[src/hdl/dcid_pkg.sv]
// ----------------------------------------------------------------------------
// dcid_pkg
// Shared types, codes and reset values of the dual contact input debouncer.
// ----------------------------------------------------------------------------
package dcid_pkg;

  localparam int DEFAULT_COUNT_WIDTH  = 16;
  localparam int DEFAULT_SAMPLE_WIDTH = 16;

  localparam int SAMPLE_FIELD_W = 16;
  localparam int CFG_DATA_W     = 16;
  localparam int CFG_INDEX_W    = 3;
  localparam int HOLD_W         = 16;

  typedef logic [1:0] class_t;
  typedef logic [1:0] mode_t;

  localparam class_t CLS_LOW   = 2'd0;
  localparam class_t CLS_HIGH  = 2'd1;
  localparam class_t CLS_UNDEF = 2'd2;

  localparam mode_t MODE_SINGLE   = 2'd0;
  localparam mode_t MODE_DUAL     = 2'd1;
  localparam mode_t MODE_DISABLED = 2'd2;

  localparam logic [CFG_INDEX_W-1:0] REG_INPUT_MODE = 3'd0;
  localparam logic [CFG_INDEX_W-1:0] REG_THRESHOLD  = 3'd1;
  localparam logic [CFG_INDEX_W-1:0] REG_LOW_HOLD   = 3'd2;
  localparam logic [CFG_INDEX_W-1:0] REG_HIGH_HOLD  = 3'd3;
  localparam logic [CFG_INDEX_W-1:0] REG_UNDEF_HOLD = 3'd4;

  localparam mode_t               RST_INPUT_MODE = MODE_SINGLE;
  localparam logic [HOLD_W-1:0]   RST_THRESHOLD  = 16'd32768;
  localparam logic [HOLD_W-1:0]   RST_HOLD_TIME  = 16'd10;

  // Raw classification of one sample pair
  typedef struct packed {
    logic   active;  // mode processes samples
    class_t cls;
  } cls_info_t;

  // Result of one tick
  typedef struct packed {
    logic   level_changed;
    class_t level;
    class_t previous_level;
  } level_res_t;

endpackage

[src/hdl/dcid_if.sv]
// ----------------------------------------------------------------------------
// dcid channel interfaces
// Valid/ready channels for samples, results and register writes.
// ----------------------------------------------------------------------------
interface dcid_sample_if;
  import dcid_pkg::*;
  logic                      valid;
  logic                      ready;
  logic [SAMPLE_FIELD_W-1:0] sample_a;
  logic [SAMPLE_FIELD_W-1:0] sample_b;
  modport source (output valid, sample_a, sample_b, input ready);
  modport sink   (input valid, sample_a, sample_b, output ready);
endinterface

interface dcid_level_if;
  import dcid_pkg::*;
  logic   valid;
  logic   ready;
  logic   level_changed;
  class_t level;
  class_t previous_level;
  modport source (output valid, level_changed, level, previous_level, input ready);
  modport sink   (input valid, level_changed, level, previous_level, output ready);
endinterface

interface dcid_cfg_if;
  import dcid_pkg::*;
  logic                   valid;
  logic                   ready;
  logic [CFG_INDEX_W-1:0] index;
  logic [CFG_DATA_W-1:0]  data;
  modport source (output valid, index, data, input ready);
  modport sink   (input valid, index, data, output ready);
endinterface

[src/hdl/dcid_classify.sv]
// ----------------------------------------------------------------------------
// dcid_classify
// Threshold compare of both contacts and raw class selection by mode.
// ----------------------------------------------------------------------------
module dcid_classify #(
  parameter int SAMPLE_WIDTH = dcid_pkg::DEFAULT_SAMPLE_WIDTH
) (
  input  logic [SAMPLE_WIDTH-1:0]     sample_a,
  input  logic [SAMPLE_WIDTH-1:0]     sample_b,
  input  logic [dcid_pkg::HOLD_W-1:0] threshold,
  input  dcid_pkg::mode_t             input_mode,
  output dcid_pkg::cls_info_t         info
);
  import dcid_pkg::*;

  logic up;
  logic lo;

  assign up = HOLD_W'(sample_a) > threshold;
  assign lo = HOLD_W'(sample_b) > threshold;

  always_comb begin
    info.active = 1'b0;
    info.cls    = CLS_LOW;
    unique case (input_mode)
      MODE_SINGLE: begin
        info.active = 1'b1;
        info.cls    = up ? CLS_HIGH : CLS_LOW;
      end
      MODE_DUAL: begin
        info.active = 1'b1;
        if (up && lo) begin
          info.cls = CLS_LOW;
        end else if (up) begin
          info.cls = CLS_HIGH;
        end else begin
          info.cls = CLS_UNDEF;
        end
      end
      default: begin
        info.active = 1'b0;
      end
    endcase
  end

endmodule

[src/hdl/dcid_track.sv]
// ----------------------------------------------------------------------------
// dcid_track
// Hold counter and debounced level state; updated once per advanced item.
// ----------------------------------------------------------------------------
module dcid_track #(
  parameter int COUNT_WIDTH = dcid_pkg::DEFAULT_COUNT_WIDTH
) (
  input  logic                        clk,
  input  logic                        rst,
  input  logic                        advance,
  input  dcid_pkg::cls_info_t         info,
  input  logic [dcid_pkg::HOLD_W-1:0] low_hold_time,
  input  logic [dcid_pkg::HOLD_W-1:0] high_hold_time,
  input  logic [dcid_pkg::HOLD_W-1:0] undefined_hold_time,
  output dcid_pkg::level_res_t        res
);
  import dcid_pkg::*;

  localparam int CMP_W = (COUNT_WIDTH > HOLD_W) ? COUNT_WIDTH : HOLD_W;
  localparam logic [COUNT_WIDTH-1:0] COUNT_MAX = '1;

  logic                   started, started_next;
  class_t                 last_class, last_class_next;
  logic [COUNT_WIDTH-1:0] hold_count, hold_count_next;
  class_t                 current_level, current_level_next;
  class_t                 prior_level, prior_level_next;

  logic [COUNT_WIDTH-1:0] count_base;
  logic [HOLD_W-1:0]      hold;

  always_comb begin
    started_next       = started;
    last_class_next    = last_class;
    hold_count_next    = hold_count;
    current_level_next = current_level;
    prior_level_next   = prior_level;
    res.level_changed  = 1'b0;

    count_base = (last_class != info.cls) ? '0 : hold_count;
    unique case (info.cls)
      CLS_LOW:  hold = low_hold_time;
      CLS_HIGH: hold = high_hold_time;
      default:  hold = undefined_hold_time;
    endcase

    if (info.active) begin
      if (!started) begin
        // first tick loads the level quietly, counter untouched
        started_next       = 1'b1;
        last_class_next    = info.cls;
        current_level_next = info.cls;
        prior_level_next   = info.cls;
      end else begin
        last_class_next = info.cls;
        // zero-extend both so an out-of-range hold time never matches
        if (CMP_W'(count_base) == CMP_W'(hold)) begin
          prior_level_next   = current_level;
          current_level_next = info.cls;
          res.level_changed  = 1'b1;
        end
        hold_count_next = (count_base == COUNT_MAX) ? count_base : count_base + 1'b1;
      end
    end

    res.level          = current_level_next;
    res.previous_level = prior_level_next;
  end

  always_ff @(posedge clk) begin
    if (rst) begin
      started       <= 1'b0;
      last_class    <= CLS_LOW;
      hold_count    <= '0;
      current_level <= CLS_LOW;
      prior_level   <= CLS_LOW;
    end else if (advance) begin
      started       <= started_next;
      last_class    <= last_class_next;
      hold_count    <= hold_count_next;
      current_level <= current_level_next;
      prior_level   <= prior_level_next;
    end
  end

endmodule

[src/hdl/dual_contact_input_debouncer_unit.sv]
// ----------------------------------------------------------------------------
// dual_contact_input_debouncer_unit
// Threshold classifier and hold-time debouncer for one or two contacts.
// ----------------------------------------------------------------------------
// One sample pair is taken per cycle unless the result side stalls, and each
// transfer yields exactly one result: the pair is captured in the input
// register, then classification, hold counting and the level update settle
// in one pass and land in the result register. Throughput is one item per
// clock unless the receiver holds off; the input side keeps accepting while
// a result waits as long as the output register frees up in the same cycle.
// Registers (input mode, threshold, three hold times) are written through the
// config channel, which is always ready, and must only change while idle.
module dual_contact_input_debouncer_unit #(
  parameter int COUNT_WIDTH  = dcid_pkg::DEFAULT_COUNT_WIDTH,
  parameter int SAMPLE_WIDTH = dcid_pkg::DEFAULT_SAMPLE_WIDTH
) (
  input  logic          clk,
  input  logic          rst,
  dcid_cfg_if.sink      cfg,
  dcid_sample_if.sink   samples,
  dcid_level_if.source  levels
);
  import dcid_pkg::*;

  mode_t             input_mode;
  logic [HOLD_W-1:0] threshold;
  logic [HOLD_W-1:0] low_hold_time;
  logic [HOLD_W-1:0] high_hold_time;
  logic [HOLD_W-1:0] undefined_hold_time;

  logic                    s1_valid;
  logic [SAMPLE_WIDTH-1:0] s1_a;
  logic [SAMPLE_WIDTH-1:0] s1_b;
  logic                    out_valid;
  level_res_t              out_res;

  logic       advance;
  cls_info_t  info;
  level_res_t res;

  // config registers
  assign cfg.ready = 1'b1;

  always_ff @(posedge clk) begin
    if (rst) begin
      input_mode          <= RST_INPUT_MODE;
      threshold           <= RST_THRESHOLD;
      low_hold_time       <= RST_HOLD_TIME;
      high_hold_time      <= RST_HOLD_TIME;
      undefined_hold_time <= RST_HOLD_TIME;
    end else if (cfg.valid && cfg.ready) begin
      unique case (cfg.index)
        REG_INPUT_MODE: input_mode          <= cfg.data[1:0];
        REG_THRESHOLD:  threshold           <= cfg.data;
        REG_LOW_HOLD:   low_hold_time       <= cfg.data;
        REG_HIGH_HOLD:  high_hold_time      <= cfg.data;
        REG_UNDEF_HOLD: undefined_hold_time <= cfg.data;
        default: ;
      endcase
    end
  end

  // pipeline control
  assign advance       = s1_valid && (!out_valid || levels.ready);
  assign samples.ready = !s1_valid || advance;

  always_ff @(posedge clk) begin
    if (rst) begin
      s1_valid <= 1'b0;
    end else if (samples.ready) begin
      s1_valid <= samples.valid;
    end
  end

  always_ff @(posedge clk) begin
    if (samples.valid && samples.ready) begin
      s1_a <= samples.sample_a[SAMPLE_WIDTH-1:0];
      s1_b <= samples.sample_b[SAMPLE_WIDTH-1:0];
    end
  end

  dcid_classify #(
    .SAMPLE_WIDTH (SAMPLE_WIDTH)
  ) u_classify (
    .sample_a   (s1_a),
    .sample_b   (s1_b),
    .threshold  (threshold),
    .input_mode (input_mode),
    .info       (info)
  );

  dcid_track #(
    .COUNT_WIDTH (COUNT_WIDTH)
  ) u_track (
    .clk                 (clk),
    .rst                 (rst),
    .advance             (advance),
    .info                (info),
    .low_hold_time       (low_hold_time),
    .high_hold_time      (high_hold_time),
    .undefined_hold_time (undefined_hold_time),
    .res                 (res)
  );

  // result register
  always_ff @(posedge clk) begin
    if (rst) begin
      out_valid <= 1'b0;
    end else if (advance) begin
      out_valid <= 1'b1;
    end else if (levels.ready) begin
      out_valid <= 1'b0;
    end
  end

  always_ff @(posedge clk) begin
    if (advance) begin
      out_res <= res;
    end
  end

  assign levels.valid          = out_valid;
  assign levels.level_changed  = out_res.level_changed;
  assign levels.level          = out_res.level;
  assign levels.previous_level = out_res.previous_level;

  // checks
  a_level_code: assert property (@(posedge clk) disable iff (rst)
    out_valid |-> (out_res.level != 2'd3 && out_res.previous_level != 2'd3))
    else $error("debounced level carries an unused code");

  a_advance_fills_out: assert property (@(posedge clk) disable iff (rst)
    advance |=> out_valid)
    else $error("advanced item did not reach the result register");

  a_stage_held: assert property (@(posedge clk) disable iff (rst)
    (s1_valid && !advance) |=> s1_valid)
    else $error("stalled input item dropped");

  a_quiet_when_off: assert property (@(posedge clk) disable iff (rst)
    (advance && !info.active) |=> !out_res.level_changed)
    else $error("level change reported in a disabled mode");

endmodule

[src/flat_wrapper.sv]
// flat-port wrapper written by rule: the top's interface ports become plain ports
module dual_contact_input_debouncer_unit_flat import dcid_pkg::*;
#(
  parameter int COUNT_WIDTH  = dcid_pkg::DEFAULT_COUNT_WIDTH,
  parameter int SAMPLE_WIDTH = dcid_pkg::DEFAULT_SAMPLE_WIDTH
)
  (clk, rst, cfg_valid, cfg_index, cfg_data, cfg_ready, samples_valid, samples_sample_a, samples_sample_b, samples_ready, levels_valid, levels_level_changed, levels_level, levels_previous_level, levels_ready);
  dcid_cfg_if cfg_i ();
  dcid_sample_if samples_i ();
  dcid_level_if levels_i ();
  input  logic clk;
  input  logic rst;
  input wire logic [$bits(cfg_i.valid)-1:0] cfg_valid;
  input wire logic [$bits(cfg_i.index)-1:0] cfg_index;
  input wire logic [$bits(cfg_i.data)-1:0] cfg_data;
  output wire logic [$bits(cfg_i.ready)-1:0] cfg_ready;
  input wire logic [$bits(samples_i.valid)-1:0] samples_valid;
  input wire logic [$bits(samples_i.sample_a)-1:0] samples_sample_a;
  input wire logic [$bits(samples_i.sample_b)-1:0] samples_sample_b;
  output wire logic [$bits(samples_i.ready)-1:0] samples_ready;
  output wire logic [$bits(levels_i.valid)-1:0] levels_valid;
  output wire logic [$bits(levels_i.level_changed)-1:0] levels_level_changed;
  output wire logic [$bits(levels_i.level)-1:0] levels_level;
  output wire logic [$bits(levels_i.previous_level)-1:0] levels_previous_level;
  input wire logic [$bits(levels_i.ready)-1:0] levels_ready;
  assign cfg_i.valid = cfg_valid;
  assign cfg_i.index = cfg_index;
  assign cfg_i.data = cfg_data;
  assign cfg_ready = cfg_i.ready;
  assign samples_i.valid = samples_valid;
  assign samples_i.sample_a = samples_sample_a;
  assign samples_i.sample_b = samples_sample_b;
  assign samples_ready = samples_i.ready;
  assign levels_valid = levels_i.valid;
  assign levels_level_changed = levels_i.level_changed;
  assign levels_level = levels_i.level;
  assign levels_previous_level = levels_i.previous_level;
  assign levels_i.ready = levels_ready;
  dual_contact_input_debouncer_unit #(.COUNT_WIDTH(COUNT_WIDTH), .SAMPLE_WIDTH(SAMPLE_WIDTH)) u_core (.clk(clk), .rst(rst), .cfg(cfg_i), .samples(samples_i), .levels(levels_i));
endmodule
[config.mk]
export PLATFORM = sky130hd
export DESIGN_NAME = dual_contact_input_debouncer_unit_flat
export DESIGN_NICKNAME = d
export VERILOG_FILES = /design/src/hdl/dcid_pkg.sv /design/src/hdl/dcid_if.sv /design/src/hdl/dcid_classify.sv /design/src/hdl/dcid_track.sv /design/src/hdl/dual_contact_input_debouncer_unit.sv /design/src/flat_wrapper.sv
export SDC_FILE = /design/constraint.sdc
export NUM_CORES = 1
export LEC_CHECK = 0
export BUFFER_PORTS_ARGS = -buffer_cell sky130_fd_sc_hd__buf_4
export CORE_MARGIN = 10
export CORE_UTILIZATION = 28
export CTS_BUF_LIST = sky130_fd_sc_hd__clkbuf_2
export DETAILED_ROUTE_END_ITERATION = 8
export GPL_TIMING_DRIVEN = 0
export PLACE_DENSITY_LB_ADDON = 0.08
export SLEW_MARGIN = 10
export SYNTH_ARGS = -nofsm -noshare
export SYNTH_HDL_FRONTEND = slang
export SYNTH_SLANG_ARGS = --single-unit
[constraint.sdc]
create_clock -name clk -period 5.9 [get_ports clk]
set_clock_uncertainty 0.2 [all_clocks]
set_input_delay 1.77 -clock clk [delete_from_list [all_inputs] [get_ports clk]]
set_output_delay 1.77 -clock clk [all_outputs]
set_load 0.03 [all_outputs]
==> results.py <==
metrics = {
    "drt": {
        "final_antenna_net_count": 0,
        "dr.pass1.iters": 5,
        "vias": 5873,
        "wl_per_cell_um": 17.4,
        "drt_wl_total_um": 20500,
        "vias_per_cell": 5.00,
        "drc_errors": 0,
        "drtIter0Drc": 459,
    },
    "power": {
        "p_sw_uw": 542,
        "leakage_nw": 2.77,
        "internal-power_mw": 1.31,
        "p_clk_frac": 0.356,
        "power_switching_share": 0.292,
        "cellPowerDensity_mw_per_mm2": 238,
        "p_comb_frac": 0.130,
        "p_seq_frac": 0.513,
        "max-vdd-ir-drop_v": 0.000112,
    },
    "synthesis": {
        "yosysTopAreaCell": "dfxtp_1",
        "ys.flop_type": "dfxtp_1",
        "synth-seq-area-share": 0.444,
        "syn_inst": 762,
        "synthTopCellsByArea": "dfxtp_1 28%, edfxtp_1 17%, nand2_1 9.9%, a21oi_1 7.0%, ha_1 6.2%",
        "synth_edf_count": 37,
        "async_reset_ff_frac": 0,
        "syn_nets": 851,
        "synthDominantCellAreaShare": 0.276,
        "yosys_warnings": 0,
        "syn_area_mm2": 0.00661,
        "ys_types": 79,
        "syn_avg_cell_area_um2": 8.67,
        "ys_ff_latch": 128,
    },
    "die": {
        "start_util": 0.283,
        "die-area_mm2": 0.0301,
        "rows": 56,
        "core-area_mm2": 0.0233,
        "die_w_um": 174,
        "die_h_um": 174,
        "io_pins": 64,
    },
    "sta": {
        "finalSetupTns_ns": 0,
        "hold_viol": 0,
        "finalHoldWorstSlack_ns": 0.269,
        "relSlewSlack": 0.346,
        "worst_pin_slew_ns": 0.981,
        "final_max_slew_viol_count": 0,
        "post-route-period-util": 0.944,
        "setup_violations": 0,
        "rsz0062_at_grt": "no",
        "fin_crit_ns": 5.57,
        "max_freq_mhz": 180,
    },
    "finish": {
        "syn_to_final_growth_pct": 17.6,
        "nFillCells": 2458,
        "drive_gt1_frac": 0.136,
        "multiInputGateArea_mm2": 0.00343,
        "seq_area_mm2": 0.00293,
        "nets": 931,
    },
    "global_routing": {
        "grt_overflow_total": 0,
        "grt_pass1_vias": 5787,
        "grt_usage": 0.133,
        "antenna_found_initial": 1,
        "grt_pass1_wl_um": 31700,
        "grt_max_degree": 33,
    },
    "clocking": {
        "cts_made_buffers": 17,
        "hold_buffers": 0,
        "cts_resized": 0,
        "clock_latency_ns": 0.72,
        "htreeDepth": 4,
        "cts_root_buf": "clkbuf_2",
        "cts_tree": "built",
        "post_cts_buffers": 0,
        "cts_buffer_depth": 2,
        "clock-sinks": 128,
        "clk_pin_slew_ns": 0.24,
    },
    "place": {
        "io_buffers": 61,
        "gp_congestion": 0.856,
        "hpwl_um": 15600,
    },
    "setup_path": {
        "critPathRequiredTime_ns": 6.20,
        "criticalPathCategory": "flip-flop to flip-flop",
        "arrival_ns": 5.87,
        "reg2reg_slack_ns": 0.33,
        "reg2reg_to": "u_core.levels.level[0]",
        "cp-start-kind": "flip-flop",
        "cp_max_fo": 10,
        "r2r_cells": 13,
        "r2r-start": "u_core.s1_a[15]",
        "cp-end-kind": "flip-flop",
    },
    "status": {
        "status": "finished clean",
    },
    "worst_hold_path": {
        "whs_path_depth": 2,
        "hold_class": "flip-flop to flip-flop",
        "min_to": "u_core.undefined_hold_time[13]",
        "hold_start": "u_core.undefined_hold_time[13]",
    },
    "job": {
        "maxCapViolCount": 0,
    },
}
cell usage after synthesis, types with 4 or more instances:
library cell,n
a21oi_1,93
a21o_1,4
nor4b_1,5
o21a_1,5
or3_1,7
and2_1,10
nand3_1,17
nor3b_1,4
clkbuf_1,31
a222oi_1,4
a31o_2,4
o211a_1,4
o21ai_0,5
nor2_1,44
nor3_1,12
nor2b_1,6
nand3b_1,10
mux2i_1,4
nor4_1,5
nand2_1,175
xnor2_1,6
dfxtp_1,91
xor2_1,7
ha_1,33
and3_1,10
inv_1,31
edfxtp_1,37
a31oi_1,6
nand4_1,15
a22oi_1,5
o31ai_1,4
nand4b_1,4
registers in the layout (all words and copies together) (netlist names), 16 cells and up:
signal and count:
u_core.high_hold_time 16, u_core.low_hold_time 16, u_core.s1_a 16, u_core.s1_b 16
u_core.threshold 16, u_core.u_track.hold_count 16, u_core.undefined_hold_time 16
cell families after synthesis:
family | share of synthesized area
compound gates | 0.176
xor+xnor | 0.0172
fa+ha+maj | 0.0625
buf+inv | 0.0388
flops | 0.444
mux | 0.00947
other cells | 0.000567
simple gates | 0.251
power by group through the flow:
| stage | clock (mW) | sequential [mW] | combinational, mW |
|---|---|---|---|
| floorplan | 0 | 0.969 | 0.142 |
| global placement | 0 | 0.970 | 0.238 |
| detailed placement | 0 | 0.970 | 0.242 |
| CTS | 0.679 | 0.952 | 0.243 |
| global route | 0.715 | 0.955 | 0.268 |
| finish | 0.660 | 0.951 | 0.242 |
routing by layer:
| metal | share of wire | vias up | global-route usage |
|---|---|---|---|
| met3 | 0.052 | 27 | 0.0322 |
| met4 | 0.017 | 0 | 0.0417 |
| met2 | 0.45 | 160 | 0.214 |
| li1 | - | 2894 | - |
| met5 | 0 | - | 0 |
| met1 | 0.48 | 2792 | 0.173 |
placed cells by master, fill, tap and decap left out, drive strengths merged, types with 7 or more instances in the layout:
cell | Yosys | routed
nor3 | 13 | 13
ha | 33 | 33
nor4 | 7 | 7
clkbuf | 31 | 48
dfxtp | 91 | 91
buf | 4 | 65
a21oi | 93 | 93
xor2 | 7 | 7
inv | 31 | 35
nor2 | 44 | 44
nand2 | 175 | 175
and2 | 10 | 10
edfxtp | 37 | 37
nand3b | 10 | 10
nand4 | 15 | 15
and3 | 10 | 10
nand3 | 17 | 17
or3 | 7 | 7
cell type report:
class / count / share of cell area
Clock buffer: 17 / 0.0109
Sequential cell: 128 / 0.377
Clock inverter: 15 / 0.0269
Timing Repair Buffer: 61 / 0.0589
Buffer: 35 / 0.0175
Multi-Input combinational cell: 567 / 0.441
Inverter: 32 / 0.0155
Tap cell: 319 / 0.0513
Antenna cell: 1 / 0.000322
per-stage QoR:
stage / util / cells / total power, mW / worst slack [ns] / cell area (µm²)
6_report: 0.333 / 1175 / 1.85 / 0.332 / 7770
3_3_place_gp: 0.320 / 1142 / 1.21 / 0.197 / 7470
5_1_grt: 0.333 / 1175 / 1.94 / 0.0453 / 7770
4_1_cts: 0.333 / 1174 / 1.87 / 0.162 / 7760
2_1_floorplan: - / 762 / 1.11 / 1.39 / 6610
3_5_place_dp: 0.320 / 1142 / 1.21 / 0.237 / 7470
worst max-delay path, cell delays in order, from the launching register on:
cell and delay [ns]:
edfxtp_1 0.45, ha_1 0.35, nand4_1 0.21, nor2_1 0.10
or4b_4 0.56, o31ai_4 0.57, o21bai_2 0.25, a222oi_1 0.94
xnor2_1 0.22, nor4b_2 0.07, a311oi_1 0.65, o41ai_4 0.23
nand2_1 0.19, mux2_1 0.34
worst max-delay path by stage:
stage / start / end / slack, ns / depth (start not counted)
3_5_place_dp: u_core.threshold[14] / u_core.u_track.hold_count[14] / 0.24 / 19
2_1_floorplan: u_core.s1_a[15] / u_core.levels.level[0] / 1.39 / 14
4_1_cts: u_core.s1_b[14] / u_core.u_track.hold_count[14] / 0.16 / 18
5_1_grt: u_core.s1_a[15] / u_core.levels.level[0] / 0.05 / 13
6_report: u_core.s1_a[15] / u_core.levels.level[0] / 0.33 / 13
3_3_place_gp: u_core.s1_b[14] / u_core.u_track.hold_count[14] / 0.20 / 18
No activity file was read; power rests on OpenSTA's default activity.
